==> src/rtl/aie_pkg.sv <==
// ----------------------------------------------------------------------------
// aie_pkg
// Shared types and constants of the accumulator instruction execute block.
// ----------------------------------------------------------------------------
package aie_pkg;

  localparam int unsigned MEM_WORDS_DEF  = 16;
  localparam logic [7:0]  START_PC_RESET = 8'd10;

  typedef enum logic [3:0] {
    OP_NONE  = 4'd0,
    OP_LOAD  = 4'd1,
    OP_ADD   = 4'd2,
    OP_STORE = 4'd3,
    OP_SUB   = 4'd4,
    OP_IN    = 4'd5,
    OP_OUT   = 4'd6,
    OP_HALT  = 4'd7,
    OP_JUMP  = 4'd8,
    OP_SKIPZ = 4'd9
  } opcode_e;

  typedef enum logic [1:0] {
    ST_OK      = 2'd0,
    ST_HALT    = 2'd1,
    ST_BADOP   = 2'd2,
    ST_BADADDR = 2'd3
  } status_e;

  typedef struct packed {
    logic [3:0]         command;
    logic [7:0]         operand;
    logic signed [31:0] input_value;
  } req_t;

  typedef struct packed {
    logic [7:0]         pc;
    logic signed [31:0] acc_value;
    logic               output_strobe;
    logic [1:0]         status;
  } rsp_t;

endpackage

==> src/rtl/aie_dmem.sv <==
// ----------------------------------------------------------------------------
// aie_dmem
// Data memory with one write and one registered read port. Per-entry valid
// bits cleared by reset make unwritten entries read as zero.
// ----------------------------------------------------------------------------
module aie_dmem
  import aie_pkg::*;
#(
  parameter int unsigned MemWords = MEM_WORDS_DEF,
  localparam int unsigned AddrW = $clog2(MemWords)
) (
  input  logic                clk_i,
  input  logic                rst_ni,
  input  logic                rd_en_i,
  input  logic [AddrW-1:0]    rd_addr_i,
  output logic signed [31:0]  rd_data_o,
  input  logic                wr_en_i,
  input  logic [AddrW-1:0]    wr_addr_i,
  input  logic signed [31:0]  wr_data_i
);

  logic signed [31:0] mem [MemWords];
  logic [MemWords-1:0] vld_q;
  logic signed [31:0] rdata_q;
  logic               rvld_q;

  always_ff @(posedge clk_i or negedge rst_ni) begin
    if (!rst_ni) begin
      vld_q  <= '0;
      rvld_q <= 1'b0;
    end else begin
      if (rd_en_i) begin
        rvld_q <= vld_q[rd_addr_i];
      end
      if (wr_en_i) begin
        vld_q[wr_addr_i] <= 1'b1;
      end
    end
  end

  always_ff @(posedge clk_i) begin
    if (wr_en_i) begin
      mem[wr_addr_i] <= wr_data_i;
    end
    if (rd_en_i) begin
      rdata_q <= mem[rd_addr_i];
    end
  end

  assign rd_data_o = rvld_q ? rdata_q : '0;

endmodule

==> src/rtl/accumulator_instruction_execute_top.sv <==
// ----------------------------------------------------------------------------
// accumulator_instruction_execute_top
// Execute unit of a simple accumulator machine, one instruction per request.
// ----------------------------------------------------------------------------
// Usage:
//   The input channel (in_valid_i/in_ready_o/in_req_i) carries one
//   instruction per request; the outside fetches it at the pc reported in
//   the previous result. The output channel (out_valid_o/out_ready_i/
//   out_rsp_o) returns pc, accumulator, output strobe and status for each
//   instruction, in order.
//   An accepted instruction is registered in the input register together
//   with the data memory read, then executed into the result register.
//   Throughput is one instruction per cycle while the receiver takes each
//   result; a store followed at once by a load of the same word is
//   forwarded, so it costs nothing extra.
//   A stalled receiver holds the result; one more instruction waits in the
//   input register, then in_ready_o drops until the result is taken.
//   Reset clears the accumulator, the status and all memory valid bits at
//   once and loads the pc with 10. cfg_we_i writes the start pc and loads
//   the pc with it; write it only while the block is idle.
//   After halt, a bad opcode or an out-of-range address the status sticks
//   and later instructions only report the held state.
// ----------------------------------------------------------------------------
module accumulator_instruction_execute_top
  import aie_pkg::*;
#(
  parameter int unsigned MEM_WORDS = MEM_WORDS_DEF
) (
  input  logic       clk_i,
  input  logic       rst_ni,
  input  logic       in_valid_i,
  output logic       in_ready_o,
  input  req_t       in_req_i,
  output logic       out_valid_o,
  input  logic       out_ready_i,
  output rsp_t       out_rsp_o,
  input  logic       cfg_we_i,
  input  logic [7:0] cfg_wdata_i
);

  localparam int unsigned AddrW = $clog2(MEM_WORDS);

  logic               s1_valid_q;
  req_t               s1_req_q;
  logic               byp_hit_q;
  logic signed [31:0] byp_data_q;
  logic               out_valid_q;
  rsp_t               out_rsp_q;
  logic signed [31:0] acc_q, acc_d;
  logic [7:0]         pc_q, pc_d;
  status_e            stop_q, stop_d;

  logic               in_fire, ex_fire;
  logic               strobe;
  logic               wr_en;
  logic signed [31:0] rd_data;
  logic signed [31:0] mdata;
  logic               mem_op, in_range;

  assign ex_fire    = s1_valid_q && (!out_valid_q || out_ready_i);
  assign in_ready_o = !s1_valid_q || ex_fire;
  assign in_fire    = in_valid_i && in_ready_o;

  aie_dmem #(
    .MemWords (MEM_WORDS)
  ) u_dmem (
    .clk_i     (clk_i),
    .rst_ni    (rst_ni),
    .rd_en_i   (in_fire),
    .rd_addr_i (in_req_i.operand[AddrW-1:0]),
    .rd_data_o (rd_data),
    .wr_en_i   (wr_en),
    .wr_addr_i (s1_req_q.operand[AddrW-1:0]),
    .wr_data_i (acc_q)
  );

  assign mdata    = byp_hit_q ? byp_data_q : rd_data;
  assign in_range = {1'b0, s1_req_q.operand} < 9'(MEM_WORDS);
  assign mem_op   = (s1_req_q.command == OP_LOAD) || (s1_req_q.command == OP_ADD) ||
                    (s1_req_q.command == OP_STORE) || (s1_req_q.command == OP_SUB);

  always_comb begin
    acc_d  = acc_q;
    pc_d   = pc_q;
    stop_d = stop_q;
    strobe = 1'b0;
    wr_en  = 1'b0;
    if (stop_q != ST_OK) begin
      stop_d = stop_q;
    end else if (mem_op && !in_range) begin
      stop_d = ST_BADADDR;
    end else begin
      case (s1_req_q.command)
        OP_LOAD: begin
          acc_d = mdata;
          pc_d  = pc_q + 8'd1;
        end
        OP_ADD: begin
          acc_d = acc_q + mdata;
          pc_d  = pc_q + 8'd1;
        end
        OP_STORE: begin
          wr_en = ex_fire;
          pc_d  = pc_q + 8'd1;
        end
        OP_SUB: begin
          acc_d = acc_q - mdata;
          pc_d  = pc_q + 8'd1;
        end
        OP_IN: begin
          acc_d = s1_req_q.input_value;
          pc_d  = pc_q + 8'd1;
        end
        OP_OUT: begin
          strobe = 1'b1;
          pc_d   = pc_q + 8'd1;
        end
        OP_HALT: begin
          stop_d = ST_HALT;
        end
        OP_JUMP: begin
          pc_d = s1_req_q.operand;
        end
        OP_SKIPZ: begin
          pc_d = pc_q + ((acc_q == '0) ? 8'd2 : 8'd1);
        end
        default: begin
          stop_d = ST_BADOP;
        end
      endcase
    end
  end

  always_ff @(posedge clk_i or negedge rst_ni) begin
    if (!rst_ni) begin
      s1_valid_q  <= 1'b0;
      out_valid_q <= 1'b0;
      byp_hit_q   <= 1'b0;
      acc_q       <= '0;
      pc_q        <= START_PC_RESET;
      stop_q      <= ST_OK;
    end else begin
      if (in_fire) begin
        s1_valid_q <= 1'b1;
        byp_hit_q  <= wr_en && (s1_req_q.operand == in_req_i.operand);
      end else if (ex_fire) begin
        s1_valid_q <= 1'b0;
      end
      if (ex_fire) begin
        out_valid_q <= 1'b1;
        acc_q       <= acc_d;
        pc_q        <= pc_d;
        stop_q      <= stop_d;
      end else if (out_ready_i) begin
        out_valid_q <= 1'b0;
      end
      if (cfg_we_i) begin
        pc_q <= cfg_wdata_i;
      end
    end
  end

  always_ff @(posedge clk_i) begin
    if (in_fire) begin
      s1_req_q   <= in_req_i;
      byp_data_q <= acc_q;
    end
    if (ex_fire) begin
      out_rsp_q.pc            <= pc_d;
      out_rsp_q.acc_value     <= acc_d;
      out_rsp_q.output_strobe <= strobe;
      out_rsp_q.status        <= stop_d;
    end
  end

  assign out_valid_o = out_valid_q;
  assign out_rsp_o   = out_rsp_q;

endmodule

==> config.mk <==
export PLATFORM = sky130hd
export DESIGN_NAME = accumulator_instruction_execute_top
export DESIGN_NICKNAME = d
export VERILOG_FILES = /design/src/rtl/aie_pkg.sv /design/src/rtl/aie_dmem.sv /design/src/rtl/accumulator_instruction_execute_top.sv
export SDC_FILE = /design/constraint.sdc
export NUM_CORES = 1
export LEC_CHECK = 0
export ABC_AREA = 1
export ABC_CLOCK_PERIOD_IN_PS = 3700
export BUFFER_PORTS_ARGS = -buffer_cell sky130_fd_sc_hd__buf_2
export CORE_MARGIN = 10
export CORE_UTILIZATION = 40
export DETAILED_ROUTE_END_ITERATION = 10
export HOLD_SLACK_MARGIN = 0.12
export SYNTH_ARGS = -nofsm -noshare
export SYNTH_HDL_FRONTEND = slang
export SYNTH_SLANG_ARGS = --single-unit
==> constraint.sdc <==
create_clock -name clk_i -period 3.7 [get_ports clk_i]
set_input_delay 0.185 -clock clk_i [delete_from_list [all_inputs] [get_ports clk_i]]
set_output_delay 0.185 -clock clk_i [all_outputs]
set_load 0.01 [all_outputs]
==> results.md, run 1 <==
- Crit-path max FO: 6
- RSZ-0062 raised after global routing: true
- 1st-pass router iterations: 5
- Worst path cell trace: buf_6 > buf_12 > buf_4 > nand2_1 > nand2_2 > nor2_2 > nand2_1 > nor3_1 > inv_1 > nand2_1 > xor2_1 > ha_1 > nand2_2 > nor2_4 > nand2_1 > or2_2 > nand3_1 > nand2_1 > nand3_2 > a21boi_1
- Sequential element share of the synthesized area: 0.678
- CTS Buffer Depth: 3
- Row Count: 103
- Setup CP Type: reg -> reg
- Wirelength per Cell: 22.5 um
- WL final: 92600 um
- Most used cell along the critical path: nand2_1
- CP endpoint: out_rsp_o[29]
- HPWL Detailed: 55900 um
- Final hold viol count: 0
- Worst-path clk slew: around 0.060 ns
- Clk Latency, worst-skew pair: 0.62 ns
- Total congestion overflow: 0
- Layout cell share with drive strength beyond 1: 0.203
- Total Power: 0.0212 W
- Synth top area share: 0.629
- Synthesized area: between 30000 and 40000 um^2
- Post-synthesis async set-or-reset flop share: 0.0855
- Num Clock Sinks: a little over 700
- Mux share of post-synthesis cell area: 0
- Number of global-route vias before repair: between 20000 and 25000
- Measured slew at the worst slew-check pin: 1.17 ns
- Maximum vdd drop: 290 uV
- Cells after Synth: 2733
- Worst path slowest cell: dfrtp_2
- Crit-path max cell delay: 0.48 ns
- Fin nets: 3106
- ANT cells: 0
- Fmax: 274 MHz
- Final period util: 0.988
- Clock Tree Root: clkbuf_16
- Post-synth top area cell: edfxtp_1
- Syn nets: 2824
- Required @ worst endpoint: ~4 ns
- Yosys cell types: 56
- CTS tree: yes
- Post-DR vias/cell: 5.56
- CP endpoint kind: flop
- Pleak: 14.8 nW
- Final setup fails: 0
- Most instantiated cells after synthesis: 663 x edfxtp_1, 391 x nand2_1, 368 x nor2_1
- Final-layout fill cell count: 6954
- Area Overhead vs Synth: 20.9%
- Reg2Reg Launch Point: byp_hit_q
- Die Width: 301 um
- Final GP Congestion: 0.923
- Area share of fa/ha/maj cells after synthesis: 0.0139
- Outcome: finished, final reports clean
- Count leader, synth: edfxtp_1
- Simple-Gate Fraction of Synth Area: 0.137
- H-tree depth: 3
- Seq cells post-synth: 725
- Worst R2R Setup Slack: 0.04 ns
- Slew margin rel.: 0.221
- Num ports: 102
- Max-Cap Viols: 0
- Largest net degree at the start of global routing: roughly 170
- Synth Area in Compound Gates: 0.123
- Core area: ~79000 um^2
- Reg2reg path depth: 20
- CP startpoint kind: flop
- Initial antenna violation count: 1
- Total track usage: 0.198
- Final slew viol count: 0
- Top post-synthesis cells by area: edfxtp_1 63%, o21ai_0 5.2%, dfrtp_1 4.7%
- DRT antenna net count: 0
- Avg Inst Size Synth: 11.6 um^2
- 1st-iter DRT viols: 2235
- EDFF count, synth: 663
- CP arrival: about 4.0 ns
- Hold Crit Start: cfg_we_i
- Die H: 301 um
- Initial Util: 0.402
- # DRC: 0
- Main combinational cell family by area after synthesis: simple AND/OR/NAND/NOR gates
- CP startpoint: byp_hit_q
- Global-route wire length before repair: about 140000 um
- Setup Skew: 0.0174 ns
- R2R Path End: out_rsp_o[29]
- Hold crit path type: in -> reg
- Yosys warns: 0
- Die area: 90800 um^2
- Input/output buffers: 101
- Post-synth top flop: edfxtp_1
- Num CTS Buffers: 73
- Post-Synth XOR/XNOR Area: 0.0102
- Vias: 22907
- Pwr/cell area: 555 nW/um^2
- Period minus WS final: between 3 and 4 ns
- Fin Hold WS: around 0.18 ns
## layout by cell type (no fill, tap or decap), drive strengths merged, types with 3 or more instances in the layout
cell type    count
nand2          412
o221ai         108
a21oi           54
nor3            10
nand3b           6
inv            155
a31oi            4
o22ai           26
o21bai           5
o211ai          31
a221oi          20
a21boi          16
dlygate4sd3     64
clkbuf         102
o21a             3
nand3          148
a22oi           17
nand4           22
ha              32
o21ai          337
or2             20
buf            286
clkinv          23
nor4             8
bufinv           3
xnor2           13
xor2            24
nor2           384
dfrtp           60
edfxtp         663
## layout make-up
class / count / area (um^2) / share of cell area
Clock inverter: 31 / 269 / 0.00703
Timing Repair Buffer: 350 / 2830 / 0.0739
Clock buffer: 102 / 2050 / 0.0535
Sequential cell: 725 / 21500 / 0.561
Multi-Input combinational cell: 1713 / 9770 / 0.255
Tap cell: 1050 / 1310 / 0.0343
Inverter: 152 / 584 / 0.0153
## logic make-up (layout without fill, tap and decap cells)
| logic type | Yosys count | count (layout) |
|---|---|---|
| AOI/OAI and AO/OA | 630 | 630 |
| buffers and inverters | 295 | 635 |
| and+or+nand+nor | 1012 | 1012 |
| xor gates and xnor gates | 37 | 37 |
| DFF | 725 | 725 |
| adders and majority gates | 34 | 34 |
## state kept, by name, summed over array words and instances (netlist names), 2 cells and up
signal,cells
u_dmem.vld_q,16
byp_data_q,32
acc_q,32
s1_req_q,44
out_rsp_o,43
u_dmem.mem,512
u_dmem.rdata_q,32
stop_q,2
pc_q,8
## worst min path at each step
stage,endpoint,depth (start not counted)
finish,pc_q[3],4
global route,pc_q[3],4
CTS,pc_q[3],4
detailed placement,acc_q[2],1
global placement,out_valid_o,1
floorplan,acc_q[0],0
## critical path: cells and delay by family (launching register included)
kind / cells / cell delay [ns]
and+or+nand+nor: 13 / 1.79
buffers and inverters: 4 / 0.58
adders and majority gates: 1 / 0.41
xor gates and xnor gates: 1 / 0.07
AOI/OAI and AO/OA: 1 / 0.07
DFF: 1 / 0.48
## timing repair
item	CTS	global route
pin swaps	1	72
cloned	0	0
hold buffers	64	0
endpoints found under the setup margin	19	44
endpoints found under the hold margin	84	0
setup buffers	0	25
gates resized for setup	16	187
## power breakdown
part           switching [W]  leakage, nW  internal [W]
Sequential          0.000163         7.57       0.00979
Combinational        0.00270         6.08       0.00136
Clock                0.00313         1.14       0.00410
## metrics by stage
| step | setup WS [ns] | cell area [um^2] | util | cells | TNS (ns) |
|---|---|---|---|---|---|
| 6_report | 0.0444 | 38300 | 0.486 | 4123 | 0 |
| 3_5_place_dp | -0.456 | 34500 | 0.438 | 3901 | -1.70 |
| 4_1_cts | 0.00240 | 37500 | 0.476 | 4098 | 0 |
| 3_3_place_gp | -0.494 | 34500 | 0.438 | 3901 | -1.61 |
| 2_1_floorplan | 0.207 | 31700 | - | 2733 | 0 |
| 5_1_grt | -0.216 | 38300 | 0.486 | 4123 | -3.21 |
## layer usage
metal	track usage	up-vias	wire, um	part of all wire
li1	-	10497	-	-
met1	0.268	11465	40200	0.43
met2	0.327	765	44400	0.48
met3	0.0298	178	5460	0.059
met4	0.0552	2	2460	0.027
met5	0	-	13	0.00014
(Power assumes the default switching activity.)
==> run 2, diff against run 1 <==
--- a/config.mk
+++ b/config.mk
@@ -5,13 +5,13 @@
 export SDC_FILE = /design/constraint.sdc
 export NUM_CORES = 1
 export LEC_CHECK = 0
-export ABC_AREA = 1
 export ABC_CLOCK_PERIOD_IN_PS = 3700
 export BUFFER_PORTS_ARGS = -buffer_cell sky130_fd_sc_hd__buf_2
 export CORE_MARGIN = 10
 export CORE_UTILIZATION = 40
 export DETAILED_ROUTE_END_ITERATION = 10
 export HOLD_SLACK_MARGIN = 0.12
+export PLACE_DENSITY = 0.67
 export SYNTH_ARGS = -nofsm -noshare
 export SYNTH_HDL_FRONTEND = slang
 export SYNTH_SLANG_ARGS = --single-unit
==> run 2 against run 1 <==
Net effect: clock power barely moved; the run now ends with DRC, setup timing left; count of clock-buffer cells in the layout fell by 17; worst setup slack got worse by 0.71 ns; synthesized area fell by 4.4%; critical path type unchanged; worst hold slack improved by 0.028 ns; cell count fell by 23%; core utilization rose by 1.8 points; highest routed layer is now met4; register-to-register slack got worse by 0.71 ns.
==> results.md, run 2 <==
- Outcome: finished, violations left (was finished, final reports clean)
- Failing checks: DRC, setup timing
- # DRC: 2 (was 0)
- Initial antenna violation count: 2 (was 1)
- Clock Tree Root: clkbuf_16 (unchanged)
- CP endpoint kind: flop (unchanged)
- Avg Inst Size Synth: 17.5 um^2 (was 11.6 um^2)
- Seq cells post-synth: 725 (unchanged)
- Setup CP Type: reg -> reg (unchanged)
- Final-layout fill cell count: 5955 (was 6954)
- 1st-pass router iterations: 8 (was 5)
- Final Non-Filler Cells: 3166 (was 4123)
- Crit-path max FO: 5 (was 6)
- Met1 WL: 31100 um (was 40200 um)
- Post-synth top area cell: edfxtp_1 (unchanged)
- Die H: 295 um (was 301 um)
- Number of global-route vias before repair: 18305 (was 22289)
- Post-synthesis async set-or-reset flop share: 0.0855 (unchanged)
- Core area: 74700 um^2 (was 78700 um^2)
- CP delay by family, top: compound AO/OA/AOI/OAI gates (was simple AND/OR/NAND/NOR gates)
- Placed Instance Area: 34000 um^2 (was 34500 um^2)
- CP startpoint kind: flop (unchanged)
- Commonest non-fill, non-tap cell in the layout: edfxtp_1 (unchanged)
- Syn nets: 1820 (was 2824)
- Max-Cap Viols: 0 (unchanged)
- Num ports: 102 (unchanged)
- Worst-path clk slew: 0.06 ns (about the same)
- Final GP Congestion: 0.904 (was 0.923)
- Largest net degree at the start of global routing: 63 (was 165)
- Count leader, synth: edfxtp_1 (unchanged)
- Pre-CTS WS: -0.742 ns (was -0.456 ns)
- Worst path cell trace: buf_12 > a22o_1 > or4_4 > nor2_4 > buf_6 > a21oi_4 > xor2_1 > ha_1 > o21a_1 > nor2_1 > nor3_2 > a221o_1 > a21oi_4 > o31ai_4 > a21boi_2 > xor2_1 > o21ai_1 > mux2_4 (was buf_6 > buf_12 > buf_4 > nand2_1 > nand2_2 > nor2_2 > nand2_1 > nor3_1 > inv_1 > nand2_1 > xor2_1 > ha_1 > nand2_2 > nor2_4 > nand2_1 > or2_2 > nand3_1 > nand2_1 > nand3_2 > a21boi_1)
- Num Clock Sinks: 725 (unchanged)
- Num CTS Buffers: 72 (was 73)
- Hold crit path type: in -> reg (unchanged)
- Pleak: 13.4 nW (was 14.8 nW)
- Yosys warns: 0 (unchanged)
- CTS tree: yes (unchanged)
- Final WS setup: -0.668 ns (was 0.0444 ns)
- Top post-synthesis cells by area: edfxtp_1 66%, mux4_2 12%, dfrtp_1 5.0% (was edfxtp_1 63%, o21ai_0 5.2%, dfrtp_1 4.7%)
- Final setup fails: 45 (was 0)
- Pwr/cell area: 608 nW/um^2 (was 555 nW/um^2)
- Reg2reg path depth: 18 (was 20)
- Layout cell share with drive strength beyond 1: 0.354 (was 0.203)
- Total congestion overflow: 0 (unchanged)
- Hold path depth: 1 (was 4)
- Bufs and invs on worst path: 2 (was 4)
- Yosys cell types: 65 (was 56)
- Sequential element share of the synthesized area: 0.709 (was 0.678)
- Multi-input combinational cell area: 9100 um^2 (was 9770 um^2)
- Final hold viol count: 0 (unchanged)
- Initial Util: 0.405 (was 0.402)
- Final slew viol count: 0 (unchanged)
- Most frequent cells in the layout: 663 x edfxtp_1, 222 x buf_4, 165 x mux4_2 (was 663 x edfxtp_1, 354 x nand2_1, 331 x nor2_1)
- Largest register by flop count: u_dmem.mem (unchanged)
- Period minus WS final: 4.37 ns (was 3.66 ns)
- Input/output buffers: 101 (unchanged)
- Die area: 87100 um^2 (was 90800 um^2)
- Fin nets: 2231 (was 3106)
- WL final: 76400 um (was 92600 um)
- Row Count: 100 (was 103)
- Wirelength per Cell: 24.1 um (was 22.5 um)
- CP arrival: 4.72 ns (was 4.01 ns)
- DRT antenna net count: 0 (unchanged)
- Maximum vdd drop: 295 uV (was 290 uV)
- 1st-iter DRT viols: 1449 (was 2235)
- Die Width: 295 um (was 301 um)
- RSZ-0062 raised after global routing: true (unchanged)
- Slew margin rel.: 0.232 (was 0.221)
- Final Core Density: 0.504 (was 0.486)
- Fmax: 229 MHz (was 274 MHz)
- Top sig layer: met4 (was met5)
- Area Overhead vs Synth: 24.4% (was 20.9%)
- EDFF count, synth: 663 (unchanged)
- WL met3: 4710 um (was 5460 um)
- Post-DR vias/cell: 5.57 (was 5.56)
- Placed Cells: 2950 (was 3901)
- FF/Latch Area: 21500 um^2 (about the same)
- HPWL Detailed: 46700 um (was 55900 um)
- H-tree depth: 3 (unchanged)
- Total track usage: 0.175 (was 0.198)
- Levels on crit path: 18 (was 20)
- Worst path slowest cell: or4_4 (was dfrtp_2)
- Synth top area share: 0.657 (was 0.629)
- Largest register FFs: 512 (unchanged)
- CTS Buffer Depth: 3 (unchanged)
- Setup Skew: 0.0230 ns (was 0.0174 ns)
- Required @ worst endpoint: 4.05 ns (was 4.06 ns)
- Most instantiated cells after synthesis: 663 x edfxtp_1, 165 x mux4_2, 102 x nand2_1 (was 663 x edfxtp_1, 391 x nand2_1, 368 x nor2_1)
- Post-synth top flop: edfxtp_1 (unchanged)
- Final instance area: 37700 um^2 (was 38300 um^2)
- Crit-path max cell delay: 0.59 ns (was 0.48 ns)
- Cells after Synth: 1729 (was 2733)
- Measured slew at the worst slew-check pin: 1.15 ns (was 1.17 ns)
- Synthesized area: 30300 um^2 (was 31700 um^2)
- Clk Latency, worst-skew pair: 0.61 ns (was 0.62 ns)
- Final period util: 1.18 (was 0.988)
- Met2 WL post-DR: 38700 um (was 44400 um)
- Global-route wire length before repair: 115000 um (was 138000 um)
- Vias: 17638 (was 22907)
[run 2: path summary, 6_finish.rpt]
check	from	endpoint	slack [ns]
max	byp_hit_q	out_rsp_o[29]	-0.67
min	in_req_i[34]	s1_req_q[34]	0.21
max reg2reg	byp_hit_q	out_rsp_o[29]	-0.67
min reg2reg	u_dmem.vld_q[2]	u_dmem.vld_q[2]	0.46
max in group asynchronous	rst_ni	acc_q[17]	2.67
min in group asynchronous	rst_ni	pc_q[4]	0.34
[run 2: metrics by stage]
step	power (W)	hold slack (ns)	TNS, ns
final	0.0229	0.209	-19.77
after global routing	0.0238	0.230	-29.05
after CTS	0.0226	0.204	-16.04
after detailed placement	0.0149	0.363	-19.14
after global placement	0.0149	0.364	-18.28
after floorplan	0.0128	-0.111	-3.42
[run 2: metal layers]
metal | track usage | vias to the layer above
met2 | 0.296 | 631
met4 | 0.0640 | 0
li1 | - | 7790
met1 | 0.227 | 9093
met5 | 0 | -
met3 | 0.0255 | 124
[run 2: cell families after synthesis]
family / synth area share
adders and majority gates: 0.0145
buffers and inverters: 0.0132
DFF: 0.709
and+or+nand+nor: 0.0492
xor gates and xnor gates: 0.0197
muxes: 0.130
AOI/OAI and AO/OA: 0.0649
[run 2: where the power goes]
group	leakage, nW	switching (W)	internal [W]
Sequential	7.15	0.000255	0.00973
Combinational	5.10	0.00305	0.00262
Clock	1.15	0.00301	0.00422
[run 2: timing repair]
action	CTS	global route
resized for setup	55	53
setup buffers	8	15
hold buffers	64	0
gates cloned	0	0
pin swaps	27	57
hold endpoints to repair	112	0
setup endpoints to repair	48	52
[run 2: worst register-to-register path, delay by kind of cell (launching register included)]
kind            cells  cell delay, ns
compound gates      8            1.44
xor+xnor            2            0.33
fa+ha+maj           1            0.37
buf+inv             2            0.27
flops               1            0.44
mux                 1            0.29
simple gates        4            0.98
[run 2: final cells by class]
class,instances,area share
well taps,969,0.0322
inverters,20,0.00206
multi-input cells,900,0.242
clock buffers,85,0.0511
diodes,2,0.000133
clock inverters,44,0.0116
flip-flops and latches,725,0.570
repair buffers,421,0.0912
